[src/rmp_pkg.sv]
// -----------------------------------------------------------------------------
// rmp_pkg
// Shared types, constants and the run encoder of the RLE marker packer.
// -----------------------------------------------------------------------------
package rmp_pkg;

  // Register reset values and fixed limits
  localparam logic [7:0]  MARK8_RESET     = 8'hFA;
  localparam logic [15:0] MARK16_RESET    = 16'hA0EA;
  localparam logic [16:0] BLOCK_LEN_RESET = 17'h10000;
  localparam logic [7:0]  EXTRA_MAX       = 8'd255;
  localparam logic [7:0]  SMALL8          = 8'd15;
  localparam logic [7:0]  SMALL16         = 8'd255;
  localparam logic [16:0] COUNT_MAX       = 17'h1FFFF;

  // Configuration register indexes
  typedef enum logic [1:0] {
    CFG_WIDE_MODE    = 2'd0,
    CFG_MARK8_BASE   = 2'd1,
    CFG_MARK16_BASE  = 2'd2,
    CFG_BLOCK_LENGTH = 2'd3
  } cfg_idx_e;

  typedef struct packed {
    logic        wide_mode;
    logic [7:0]  mark8_base;
    logic [15:0] mark16_base;
    logic [16:0] block_length;
  } cfg_t;

  typedef struct packed {
    logic [15:0] symbol;
    logic        end_of_block;
  } in_item_t;

  typedef struct packed {
    logic [15:0] out_word;
    logic        block_done;
    logic        failed;
    logic [16:0] packed_words;
    logic        word_valid;
  } out_item_t;

  // One encoded run: up to three words
  typedef struct packed {
    logic [1:0]       nwords;
    logic [2:0][15:0] words;
  } run_t;

  // One queue entry: up to two runs plus the block status
  typedef struct packed {
    run_t        run_a;
    run_t        run_b;
    logic        eob;
    logic        failed;
    logic [16:0] count;
  } cmd_t;

  // Encode a run as literals, zero-run, small packed or general form
  function automatic run_t encode_run(input logic [15:0] sym, input logic [7:0] extra,
                                      input logic wide, input logic [15:0] base);
    logic [15:0] wmask;
    logic [15:0] s;
    logic [16:0] m1;
    logic [16:0] m3;
    logic [15:0] m2w;
    logic [7:0]  small_lim;
    logic [15:0] pk;
    run_t        r;
    wmask     = wide ? 16'hFFFF : 16'h00FF;
    s         = sym & wmask;
    m1        = {1'b0, base};
    m3        = m1 + 17'd2;
    m2w       = (base + 16'd1) & wmask;
    small_lim = wide ? SMALL16 : SMALL8;
    pk        = wide ? {extra, s[7:0]} : {8'h00, extra[3:0], s[3:0]};
    r.words   = '0;
    if (extra <= 8'd1 && ({1'b0, s} < m1 || {1'b0, s} > m3)) begin
      r.nwords   = extra[0] ? 2'd2 : 2'd1;
      r.words[0] = s;
      r.words[1] = extra[0] ? s : 16'h0000;
    end else if (s == 16'h0000) begin
      r.nwords   = 2'd2;
      r.words[0] = m3[15:0] & wmask;
      r.words[1] = {8'h00, extra};
    end else if (extra <= small_lim && s <= {8'h00, small_lim}) begin
      r.nwords   = 2'd2;
      r.words[0] = m2w;
      r.words[1] = pk;
    end else begin
      r.nwords   = 2'd3;
      r.words[0] = base & wmask;
      r.words[1] = s;
      r.words[2] = {8'h00, extra};
    end
    return r;
  endfunction

  // Add a word count with saturation
  function automatic logic [16:0] add_sat(input logic [16:0] cnt, input logic [1:0] n);
    logic [17:0] sum;
    sum = {1'b0, cnt} + {16'h0000, n};
    return sum[17] ? COUNT_MAX : sum[16:0];
  endfunction

endpackage

[src/rmp_cmd_fifo.sv]
// -----------------------------------------------------------------------------
// rmp_cmd_fifo
// Two-entry command queue between the run tracker and the word sequencer.
// -----------------------------------------------------------------------------
module rmp_cmd_fifo (
  input  logic          clk_i,
  input  logic          rst_ni,
  input  logic          push_i,
  input  rmp_pkg::cmd_t push_data_i,
  output logic          full_o,
  output logic          valid_o,
  input  logic          pop_i,
  output rmp_pkg::cmd_t head_o
);
  import rmp_pkg::*;

  cmd_t       mem_q [2];
  logic       wr_ptr_q, rd_ptr_q;
  logic [1:0] cnt_q;

  assign full_o  = (cnt_q == 2'd2);
  assign valid_o = (cnt_q != 2'd0);
  assign head_o  = mem_q[rd_ptr_q];

  // Store entries
  always_ff @(posedge clk_i) begin
    if (push_i) begin
      mem_q[wr_ptr_q] <= push_data_i;
    end
  end

  // Advance pointers and occupancy
  always_ff @(posedge clk_i or negedge rst_ni) begin
    if (!rst_ni) begin
      wr_ptr_q <= 1'b0;
      rd_ptr_q <= 1'b0;
      cnt_q    <= 2'd0;
    end else begin
      if (push_i) begin
        wr_ptr_q <= ~wr_ptr_q;
      end
      if (pop_i) begin
        rd_ptr_q <= ~rd_ptr_q;
      end
      if (push_i && !pop_i) begin
        cnt_q <= cnt_q + 2'd1;
      end else if (pop_i && !push_i) begin
        cnt_q <= cnt_q - 2'd1;
      end
    end
  end

endmodule

[src/rmp_front.sv]
// -----------------------------------------------------------------------------
// rmp_front
// Run tracker: accepts symbols, keeps the open run and the word count, decides
// run breaks and aborts, and queues the encoded runs of each beat.
// -----------------------------------------------------------------------------
module rmp_front #(
  parameter int unsigned MAX_BLOCK = 65536
) (
  input  logic              clk_i,
  input  logic              rst_ni,
  input  rmp_pkg::cfg_t     cfg_i,
  input  logic              in_valid_i,
  output logic              in_ready_o,
  input  rmp_pkg::in_item_t in_data_i,
  input  logic              fifo_full_i,
  output logic              push_o,
  output rmp_pkg::cmd_t     push_data_o
);
  import rmp_pkg::*;

  localparam int unsigned LenW  = (($clog2(MAX_BLOCK + 1) > 17) ?
                                   $clog2(MAX_BLOCK + 1) : 17) + 1;
  localparam int unsigned LimW  = LenW + 1;
  localparam logic [LenW-1:0] MaxLen = LenW'(MAX_BLOCK);

  logic [15:0] run_symbol_q, run_symbol_d;
  logic [7:0]  run_extra_q, run_extra_d;
  logic        run_open_q, run_open_d;
  logic [16:0] count_q, count_d;
  logic        aborted_q, aborted_d;

  logic [15:0]        wmask, sym, base;
  logic [LenW-1:0]    len_ext, len;
  logic signed [LimW-1:0] limit, cnt1_s, cnt2_s;
  logic               accept, same, brk, extend, start, abort, b_en;
  logic [16:0]        cnt1, cnt2;
  run_t               run_old, run_b, run_none;

  assign in_ready_o = !fifo_full_i;
  assign accept     = in_valid_i && in_ready_o;

  // Mode-dependent symbol and marks
  assign wmask = cfg_i.wide_mode ? 16'hFFFF : 16'h00FF;
  assign sym   = in_data_i.symbol & wmask;
  assign base  = cfg_i.wide_mode ? cfg_i.mark16_base : {8'h00, cfg_i.mark8_base};

  // Failure limit, may go negative for tiny blocks
  assign len_ext = {{(LenW-17){1'b0}}, cfg_i.block_length};
  assign len     = (len_ext > MaxLen) ? MaxLen : len_ext;
  assign limit   = $signed({1'b0, len}) - LimW'(3);

  // Classify the beat
  assign same   = ((run_symbol_q & wmask) == sym) && (run_extra_q < EXTRA_MAX);
  assign start  = !aborted_q && !run_open_q;
  assign extend = !aborted_q && run_open_q && same;
  assign brk    = !aborted_q && run_open_q && !same;

  assign run_old = encode_run(run_symbol_q, run_extra_q, cfg_i.wide_mode, base);
  assign cnt1    = brk ? add_sat(count_q, run_old.nwords) : count_q;
  assign cnt1_s  = $signed({{(LimW-17){1'b0}}, cnt1});
  assign abort   = brk && (cnt1_s >= limit);

  // Run after this beat
  always_comb begin
    run_symbol_d = run_symbol_q;
    run_extra_d  = run_extra_q;
    run_open_d   = run_open_q;
    if (start) begin
      run_symbol_d = sym;
      run_extra_d  = 8'd0;
      run_open_d   = 1'b1;
    end else if (extend) begin
      run_extra_d  = run_extra_q + 8'd1;
    end else if (brk) begin
      run_symbol_d = sym;
      run_extra_d  = 8'd0;
      run_open_d   = !abort;
    end
  end

  // Second run: flushed on abort or at the end of the block
  assign run_b  = encode_run(run_symbol_d, run_extra_d, cfg_i.wide_mode, base);
  assign b_en   = abort || (in_data_i.end_of_block && run_open_d);
  assign cnt2   = b_en ? add_sat(cnt1, run_b.nwords) : cnt1;
  assign cnt2_s = $signed({{(LimW-17){1'b0}}, cnt2});

  // Build the queue entry, first run always in slot a
  always_comb begin
    run_none        = '0;
    push_data_o     = '0;
    push_data_o.eob = in_data_i.end_of_block;
    push_data_o.failed = (cnt2_s > limit);
    push_data_o.count  = cnt2;
    if (brk) begin
      push_data_o.run_a = run_old;
      push_data_o.run_b = b_en ? run_b : run_none;
    end else begin
      push_data_o.run_a = b_en ? run_b : run_none;
      push_data_o.run_b = run_none;
    end
  end

  assign push_o = accept && (brk || b_en || in_data_i.end_of_block);

  // Next count and abort flag; the registers clear them at block end
  always_comb begin
    count_d   = count_q;
    aborted_d = aborted_q;
    if (accept) begin
      count_d   = cnt2;
      aborted_d = aborted_q || abort;
    end
  end

  // Hold run state
  always_ff @(posedge clk_i or negedge rst_ni) begin
    if (!rst_ni) begin
      run_symbol_q <= '0;
      run_extra_q  <= '0;
      run_open_q   <= 1'b0;
      count_q      <= '0;
      aborted_q    <= 1'b0;
    end else if (accept) begin
      if (in_data_i.end_of_block) begin
        run_symbol_q <= '0;
        run_extra_q  <= '0;
        run_open_q   <= 1'b0;
        count_q      <= '0;
        aborted_q    <= 1'b0;
      end else begin
        run_symbol_q <= run_symbol_d;
        run_extra_q  <= run_extra_d;
        run_open_q   <= run_open_d;
        count_q      <= count_d;
        aborted_q    <= aborted_d;
      end
    end
  end

endmodule

[src/rmp_back.sv]
// -----------------------------------------------------------------------------
// rmp_back
// Word sequencer: walks the queued runs one word per beat into the output
// register and puts the block status on the last beat of a block.
// -----------------------------------------------------------------------------
module rmp_back (
  input  logic               clk_i,
  input  logic               rst_ni,
  input  logic               head_valid_i,
  input  rmp_pkg::cmd_t      head_i,
  output logic               pop_o,
  output logic               out_valid_o,
  input  logic               out_ready_i,
  output rmp_pkg::out_item_t out_data_o
);
  import rmp_pkg::*;

  logic      slot_q, slot_d;
  logic [1:0] idx_q, idx_d;
  logic      out_valid_q;
  out_item_t out_q, out_d;
  run_t      cur;
  logic      status_only, run_last, last, fire, done;

  // Select current word
  assign cur         = slot_q ? head_i.run_b : head_i.run_a;
  assign status_only = (head_i.run_a.nwords == 2'd0);
  assign run_last    = ((idx_q + 2'd1) == cur.nwords);
  assign last        = status_only || (run_last && (slot_q || head_i.run_b.nwords == 2'd0));
  assign fire        = head_valid_i && (!out_valid_q || out_ready_i);
  assign pop_o       = fire && last;
  assign done        = last && head_i.eob;

  always_comb begin
    out_d.out_word     = status_only ? 16'h0000 : cur.words[idx_q];
    out_d.word_valid   = !status_only;
    out_d.block_done   = done;
    out_d.failed       = done && head_i.failed;
    out_d.packed_words = done ? head_i.count : 17'd0;
  end

  // Advance word index and run slot
  always_comb begin
    slot_d = slot_q;
    idx_d  = idx_q;
    if (fire) begin
      if (last) begin
        slot_d = 1'b0;
        idx_d  = 2'd0;
      end else if (run_last) begin
        slot_d = 1'b1;
        idx_d  = 2'd0;
      end else begin
        idx_d  = idx_q + 2'd1;
      end
    end
  end

  always_ff @(posedge clk_i or negedge rst_ni) begin
    if (!rst_ni) begin
      slot_q      <= 1'b0;
      idx_q       <= 2'd0;
      out_valid_q <= 1'b0;
    end else begin
      slot_q <= slot_d;
      idx_q  <= idx_d;
      if (fire) begin
        out_valid_q <= 1'b1;
      end else if (out_ready_i) begin
        out_valid_q <= 1'b0;
      end
    end
  end

  // Output payload register
  always_ff @(posedge clk_i) begin
    if (fire) begin
      out_q <= out_d;
    end
  end

  assign out_valid_o = out_valid_q;
  assign out_data_o  = out_q;

endmodule

[src/rle_marker_packer_unit.sv]
// -----------------------------------------------------------------------------
// rle_marker_packer_unit
// Run-length packer with escape marks, 8- or 16-bit symbols.
// -----------------------------------------------------------------------------
// The input side takes one symbol per cycle whenever the two-entry command
// queue has room; the run tracker decides breaks, aborts and the word count in
// that same cycle. Results leave the word sequencer one word per cycle while
// the output is ready, and the words an item causes are: none for a symbol
// that opens or extends a run without ending the block, one to three for an
// ordinary run break, up to six when a break aborts the block or meets the
// end of the block, and a single beat without a word for the status-only end
// of an aborted block. Sustained throughput therefore follows the output word
// rate. The first word of an item passes through the command queue, where it
// can wait while the sequencer is busy, and then through the output register.
// Configuration registers are written through the plain write port and take
// effect at once.
// -----------------------------------------------------------------------------
module rle_marker_packer_unit #(
  parameter int unsigned MAX_BLOCK = 65536
) (
  input  logic               clk_i,
  input  logic               rst_ni,
  input  logic               cfg_we_i,
  input  logic [1:0]         cfg_index_i,
  input  logic [16:0]        cfg_wdata_i,
  input  logic               in_valid_i,
  output logic               in_ready_o,
  input  rmp_pkg::in_item_t  in_data_i,
  output logic               out_valid_o,
  input  logic               out_ready_i,
  output rmp_pkg::out_item_t out_data_o
);
  import rmp_pkg::*;

  cfg_t cfg_q;
  logic cmd_push, fifo_full, head_valid, pop;
  cmd_t cmd_in, cmd_head;

  // Configuration registers
  always_ff @(posedge clk_i or negedge rst_ni) begin
    if (!rst_ni) begin
      cfg_q.wide_mode    <= 1'b0;
      cfg_q.mark8_base   <= MARK8_RESET;
      cfg_q.mark16_base  <= MARK16_RESET;
      cfg_q.block_length <= BLOCK_LEN_RESET;
    end else if (cfg_we_i) begin
      case (cfg_idx_e'(cfg_index_i))
        CFG_WIDE_MODE:    cfg_q.wide_mode    <= cfg_wdata_i[0];
        CFG_MARK8_BASE:   cfg_q.mark8_base   <= cfg_wdata_i[7:0];
        CFG_MARK16_BASE:  cfg_q.mark16_base  <= cfg_wdata_i[15:0];
        CFG_BLOCK_LENGTH: cfg_q.block_length <= cfg_wdata_i;
        default: ;
      endcase
    end
  end

  rmp_front #(
    .MAX_BLOCK (MAX_BLOCK)
  ) u_front (
    .clk_i       (clk_i),
    .rst_ni      (rst_ni),
    .cfg_i       (cfg_q),
    .in_valid_i  (in_valid_i),
    .in_ready_o  (in_ready_o),
    .in_data_i   (in_data_i),
    .fifo_full_i (fifo_full),
    .push_o      (cmd_push),
    .push_data_o (cmd_in)
  );

  rmp_cmd_fifo u_fifo (
    .clk_i       (clk_i),
    .rst_ni      (rst_ni),
    .push_i      (cmd_push),
    .push_data_i (cmd_in),
    .full_o      (fifo_full),
    .valid_o     (head_valid),
    .pop_i       (pop),
    .head_o      (cmd_head)
  );

  rmp_back u_back (
    .clk_i        (clk_i),
    .rst_ni       (rst_ni),
    .head_valid_i (head_valid),
    .head_i       (cmd_head),
    .pop_o        (pop),
    .out_valid_o  (out_valid_o),
    .out_ready_i  (out_ready_i),
    .out_data_o   (out_data_o)
  );

  // Never push into a full queue
  assert property (@(posedge clk_i) disable iff (!rst_ni) cmd_push |-> !fifo_full)
    else $error("command pushed into full queue");

  // A beat without a word closes its block
  assert property (@(posedge clk_i) disable iff (!rst_ni)
    out_valid_o && !out_data_o.word_valid |-> out_data_o.block_done)
    else $error("status-only beat not at block end");

  // Status fields stay clear before the last beat of a block
  assert property (@(posedge clk_i) disable iff (!rst_ni)
    out_valid_o && !out_data_o.block_done |->
      !out_data_o.failed && out_data_o.packed_words == 17'd0)
    else $error("status on a non-final beat");

endmodule
[config.mk]
export PLATFORM = sky130hd
export DESIGN_NAME = rle_marker_packer_unit
export DESIGN_NICKNAME = d
export VERILOG_FILES = /design/src/rmp_pkg.sv /design/src/rmp_cmd_fifo.sv /design/src/rmp_front.sv /design/src/rmp_back.sv /design/src/rle_marker_packer_unit.sv
export SDC_FILE = /design/constraint.sdc
export NUM_CORES = 1
export LEC_CHECK = 0
export BUFFER_PORTS_ARGS = -buffer_cell sky130_fd_sc_hd__clkbuf_2
export CAP_MARGIN = 20
export CELL_PAD_IN_SITES_DETAIL_PLACEMENT = 1
export CELL_PAD_IN_SITES_GLOBAL_PLACEMENT = 1
export CORE_MARGIN = 2
export CORE_UTILIZATION = 55
export DETAILED_ROUTE_END_ITERATION = 7
export GPL_ROUTABILITY_DRIVEN = 1
export PLACE_DENSITY = 0.87
export SYNTH_ARGS = -nofsm -noshare
export SYNTH_HDL_FRONTEND = slang
export SYNTH_HIERARCHICAL = 1
export SYNTH_SLANG_ARGS = --single-unit
[constraint.sdc]
create_clock -name clk_i -period 31.1 [get_ports clk_i]
set_input_delay 6.22 -clock clk_i [delete_from_list [all_inputs] [get_ports clk_i]]
set_output_delay 6.22 -clock clk_i [all_outputs]
set_load 0.03 [all_outputs]
Word level (Yosys, flattened, before mapping)
Memory sizes are Yosys's and may differ from the RTL's.
Cells that the tools add are included.

word-level totals
  output and inout bits = 38
  memories kept = 1
  memory bits (writable) = 238
  register bits = 129

memory list
  name          words  width  read ports  clocked after memory_dff  write ports  line                source
  u_fifo.mem_q  2      119    1           0                         1            rmp_cmd_fifo.sv:17  cmd_t mem_q [2];

cells by class
  bitwise logic cells = 8
  add/sub/neg operators = 9
  reductions and logical operators = 52
  magnitude comparators = 15
  multiplexer cells = 61
  equal/unequal tests = 6

operator list
  cell                                                                              count
  16-bit two-way mux                                                                15
  32-bit two-way mux                                                                6
  17-bit two-way mux                                                                6
  100-bit two-way mux                                                               1
  50-bit two-way mux                                                                2
  16-bit bitwise AND                                                                6
  8-bit two-way mux                                                                 7
  17-bit by 2-bit adder with 18-bit output                                          2
  16-bit by 17-bit > comparator with 1-bit output                                   2
  16-bit binary-select mux with 2-bit select                                        1
  16-bit by 8-bit less-or-equal comparator with 1-bit output                        2
  16-bit logical NOT                                                                2
  16-bit less-than comparator                                                       2
  1-bit logical AND                                                                 20
  2-bit two-way mux                                                                 10
  18-bit by 19-bit greater-or-equal comparator with 1-bit output                    1
  18-bit by 19-bit > comparator with 1-bit output                                   1
  18-bit by 2-bit subtractor with 19-bit output, second input constant              1
  16-bit by 2-bit adder with 17-bit output, second input constant                   1
  17-bit > comparator, second input constant                                        1
  16-bit by 1-bit adder with 16-bit output, second input constant                   1
  16-bit == test                                                                    1
  8-bit by 1-bit less-or-equal comparator with 1-bit output, second input constant  2
  8-bit less-or-equal comparator                                                    2
  other kinds (15)                                                                  56

Depth between registers and ports, before layout
  depth after elaboration = 25
  gate-level depth with buffers = 51
  gate-level depth less buffers = 48

Cells and area by module
Netlist, hierarchy kept.

by module, submodules not included
  module                  times used  seq. area each (µm²)  cells an instance  area each (µm²)
  rmp_front               1           1076.0                1388               10098.4
  rmp_cmd_fifo            1           7247.0                386                8809.7
  rmp_back                1           1181.1                160                2242.2
  rle_marker_packer_unit  1           1068.5                90                 1695.4

Least setup slack after synthesis
No wires, ideal clock.

  kind = in2reg
  from = input in_data_i[12] (netlist bit)
  to = memory u_fifo/mem_q[0][0] (netlist bit), enable pin
  buffers on the path = 3
  data required time = 30.487 ns
  data arrival time = 13.283 ns
  library setup time = 0.613 ns
  stages = 10
  path slack = 17.205 ns
  cells stage by stage = nor2b_1 o41ai_4 and3_1 buf_2 a31oi_2 clkbuf_1 clkbuf_1 nor2_1 nor2_1 nor2b_1

on the way
  word-level cells in the longest chain between the ends = 19
  elaborated cells between the ends (all ways) = 20

ends and longest elaborated chain
  what                                                            line                          source
  start, declared                                                 rle_marker_packer_unit.sv:28  input rmp_pkg::in_item_t in_data_i,
  16-bit bitwise AND (*)                                          rmp_front.sv:44               assign sym = in_data_i.symbol & wmask;
  16-bit == test (*)                                              rmp_front.sv:53               assign same = ((run_symbol_q & wmask) == sym) && (run_extra_q < EXTRA_MAX);
  1-bit logical AND (*)                                           rmp_front.sv:53
  1-bit logical NOT                                               rmp_front.sv:56               assign brk = !aborted_q && run_open_q && !same;
  1-bit logical AND                                               rmp_front.sv:56
  17-bit two-way mux                                              rmp_front.sv:59               assign cnt1 = brk ? add_sat(count_q, run_old.nwords) : count_q;
  18-bit by 19-bit greater-or-equal comparator with 1-bit output  rmp_front.sv:61               assign abort = brk && (cnt1_s >= limit);
  1-bit logical AND                                               rmp_front.sv:61
  (+3 left out)                                                   --
  1-bit two-way mux                                               rmp_front.sv:68               if (start) begin
  1-bit logical AND                                               rmp_front.sv:83               assign b_en = abort || (in_data_i.end_of_block && run_open_d);
  1-bit logical OR                                                rmp_front.sv:83
  1-bit logical OR (*) (2 in a row)                               rmp_front.sv:103              assign push_o = accept && (brk || b_en || in_data_i.end_of_block);
  1-bit logical AND (*)                                           rmp_front.sv:103
  net cmd_push                                                    rle_marker_packer_unit.sv:36  logic cmd_push, fifo_full, head_valid, pop;
  1-bit two-way mux (*)                                           rmp_cmd_fifo.sv:27            if (push_i) begin
  1-bit two-way mux (implied by the code) (*)                     rmp_cmd_fifo.sv:28            mem_q[wr_ptr_q] <= push_data_i;
  end, declared                                                   rmp_cmd_fifo.sv:17

The timed path passes the listed nets; every way through them passes the cells marked *.

==> run_results.csv <==
group,metric,value,unit
run_status,status,"finished clean",
cts,tritoncts,"built",
route,drtIter0Drc,1982,
floorplanning,start_util,0.5582,
cts,root_buffer,"clkbuf_16",
worst_setup_path,reg2reg_depth,46,
layout,syn_to_final_growth,8.856,%
worst_setup_path,cpMostUsedCell,"a21o_1",
synthesis,synth_top_cell_by_area,"edfxtp_1",
timing,fmax,65.30,MHz
synthesis,synthTopCellsByCount,"edfxtp_1 (274), mux2_2 (163), nand2_1 (159)",
placed_design,gp_congestion,0.9744,
power,p_leak,9.842,nW
floorplanning,rows,74,
cts,ctsResizeCount,0,
floorplanning,coreArea,40920,µm²
power,power_frac_seq,0.342,
synthesis,ys_types,100,
route,via_per_inst,6.841,
synthesis,yosysSeqAreaShare,0.4628,
worst_setup_path,cp-endpoint,"u_fifo/mem_q[0][17]",
synthesis,synth_area_per_cell,11.29,µm²
worst_setup_path,rr_startpoint,"cfg_q[41]",
synthesis,synthTopCellsByArea,"edfxtp_1 (36%), dfrtp_1 (8.7%), mux2_2 (8.0%), ha_1 (7.0%), nand2_1 (2.6%)",
grt,grt_first_pass_wirelength,122.5,mm
cts,post_cts_buffers,0,
synthesis,synth_edf_count,274,
synthesis,ys_warn_count,6,
grt,first_global_vias,18560,
placed_design,dp_hpwl,57.40,mm
route,drtPass1Iterations,5,
worst_setup_path,crit_type,"in2reg",
cts,clkTransAtPathRegs,0.07,ns
cts,cts_inserted_buffers,38,
layout,drive_above_1_share,0.2032,
worst_setup_path,worstPathRequired,31.40,ns
layout,num_antenna_cells,0,
cts,clockBufferDepth,3,
timing,finalCriticalPeriod,15.31,ns
layout,fill_cells,4219,
timing,finalHoldViolations,0,
cts,clk-insertion-delay-late,0.57,ns
power,total_power,2.420,mW
route,drc,0,
synthesis,synth_most_common_cell,"edfxtp_1",
floorplanning,die_y,207.8,µm
timing,rsz0062_at_grt,"no",
worst_setup_path,critical_path.endpoint_type,"flip-flop",
cts,h-tree-depth,2,
worst_setup_path,crit_arrival,15.61,ns
route,wirelength,82.51,mm
placed_design,place_area,23590,µm²
worst_setup_path,crit_slowest_cell,"o41ai_4",
power,p_sw,1.048,mW
timing,setup_tns,0,ns
power,p_sw_frac,0.4333,
route,vias,18080,
synthesis,synth_top_area_frac,0.3602,
worst_setup_path,timing.critical_path.slowest_cell_delay,0.80,ns
timing,setup_viol,0,
grt,antenna_found_initial,0,
cts,clock_sinks,367,
timing,slew_violations,0,
worst_setup_path,reg2reg_slack,17.92,ns
grt,grtUsageTotal,0.3776,
synthesis,synthFlopType,"edfxtp_1",
cts,postCtsHoldBufs,0,
job,max-cap-violations,0,
timing,max_slew_margin,0.2691,
layout,fin_area,24870,µm²
timing,clock_skew,0.02184,ns
worst_setup_path,start_kind,"input pin",
synthesis,async_flop_share,0.2534,
synthesis,ys_ff_latch,367,
synthesis,syn-cell-area,22850,µm²
placed_design,io_buffers,78,
floorplanning,fp.dieArea,43180,µm²
worst_setup_path,crit_start,"in_data_i[13]",
power,ir_worst_vdd,0.05080,mV
grt,grt-ovfl-total,0,
min_path,min_path_type,"reg2reg",
grt,grt_max_degree,81,
route,ant_nets,0,
timing,worstMarginPinSlew,1.096,ns
layout,nNetsFinal,2253,
power,power_frac_comb,0.464,
power,p_clk_frac,0.195,
power,p_int,1.371,mW
timing,finalCritPeriodShare,0.4924,
synthesis,syn_inst,2024,
power,power-per-cell-area,97.29,nW/µm²
worst_setup_path,crit_fanout,27,
floorplanning,io_pins,79,
floorplanning,die_x,207.8,µm
route,wire_per_inst,31.22,µm
worst_setup_path,r2r-end,"u_fifo/mem_q[0][17]",
stage by stage:
stage                     hold WS, ns  utilization  cells  setup slack (ns)
after detailed placement       0.4829       0.5765   2573             15.62
after global routing           0.5250       0.6077   2643             15.47
after floorplan                0.4474            -   2047             17.20
final                          0.5164       0.6077   2643             15.79
after CTS                      0.5158       0.6070   2642             16.10
after global placement         0.4681       0.5765   2573             16.10
power groups by stage:
stage	clock [mW]	combinational [mW]	sequential (mW)
2_1_floorplan	0	0.710	0.824
3_3_place_gp	0	1.01	0.805
3_5_place_dp	0	1.06	0.824
4_1_cts	0.474	1.10	0.823
5_1_grt	0.488	1.18	0.836
6_report	0.471	1.12	0.826
registers in the layout, summed over array words and instances (netlist names):
signal / cells
u_fifo/rd_ptr_q: 1
u_back/out_valid_o: 1
u_front/aborted_q: 1
u_front/run_open_q: 1
u_back/out_data_o: 36
u_front/run_symbol_q: 16
u_fifo/mem_q: 238
u_front/count_q: 17
u_fifo/wr_ptr_q: 1
u_fifo/cnt_q: 2
u_back/idx_q: 2
u_front/run_extra_q: 8
u_back/slot_q: 1
cfg_q: 42
critical path, delay by kind of cell:
kind            cells  cell delay [ns]
compound gates     19             4.82
xor+xnor            1             0.15
fa+ha+maj           4             1.36
buf+inv             4             0.40
mux                 1             0.31
simple gates        7             2.34
placed cells by master, fill, tap and decap left out, types with 9 or more instances in the layout:
cell type,instances
mux4_2,16
mux2_4,20
o21ai_1,11
nand2_1,159
a22o_1,32
dfrtp_1,76
nand2b_1,14
xor2_1,40
buf_4,35
and3_1,26
a211oi_1,10
nand4_1,43
clkbuf_16,39
clkbuf_2,77
a21oi_1,75
mux2_2,163
mux2i_1,35
o22ai_1,20
a31oi_1,20
a211o_1,9
nor2b_1,17
ha_1,128
inv_1,65
o21a_1,14
o31ai_1,9
o21ai_0,72
and2_1,40
nand3_1,32
edfxtp_1,274
nor3_1,35
dfstp_2,14
a21o_1,34
nor4_1,22
nor2_1,142
o211ai_1,15
clkbuf_1,12
a22oi_1,23
xnor2_1,39
conb_1,24
final cells by class:
type / count / area, µm² / area share
multi-input cells: 1496 / 11450 / 0.4605
flip-flops and latches: 367 / 10580 / 0.4254
clock buffers: 55 / 1076 / 0.04327
repair buffers: 113 / 675.6 / 0.02717
well taps: 532 / 665.6 / 0.02677
inverters: 66 / 247.7 / 0.009962
clock inverters: 14 / 172.7 / 0.006943
how the worst min path moves through the flow:
stage                                from         endpoint  slack, ns  cells past startpoint
after floorplan           u_fifo/cnt_q[1]  u_fifo/cnt_q[1]       0.45                      1
after detailed placement  u_fifo/cnt_q[1]  u_fifo/cnt_q[1]       0.48                      1
after global routing            cfg_q[33]        cfg_q[33]       0.52                      1
after CTS                       cfg_q[33]        cfg_q[33]       0.52                      1
final                           cfg_q[33]        cfg_q[33]       0.52                      1
after global placement    u_fifo/cnt_q[1]  u_fifo/cnt_q[1]       0.47                      1
cells by family (layout without fill, tap and decap cells):
group	after synthesis	after routing	share of synthesized area
simple gates	601	601	0.1368
compound gates	428	428	0.1324
flops	367	367	0.4628
mux	234	234	0.1246
buf+inv	184	248	0.04108
fa+ha+maj	130	130	0.07186
xor+xnor	79	79	0.03029
other cells	1	24	0.0001641
metal layers:
metal	track usage	share of wire	up-vias
met5	0.008899	0	-
met4	0.1374	0.037	0
met3	0.06687	0.085	216
met2	0.6206	0.47	1028
met1	0.5023	0.40	9102
li1	-	-	7735
No activity file was read; power rests on OpenSTA's default activity.
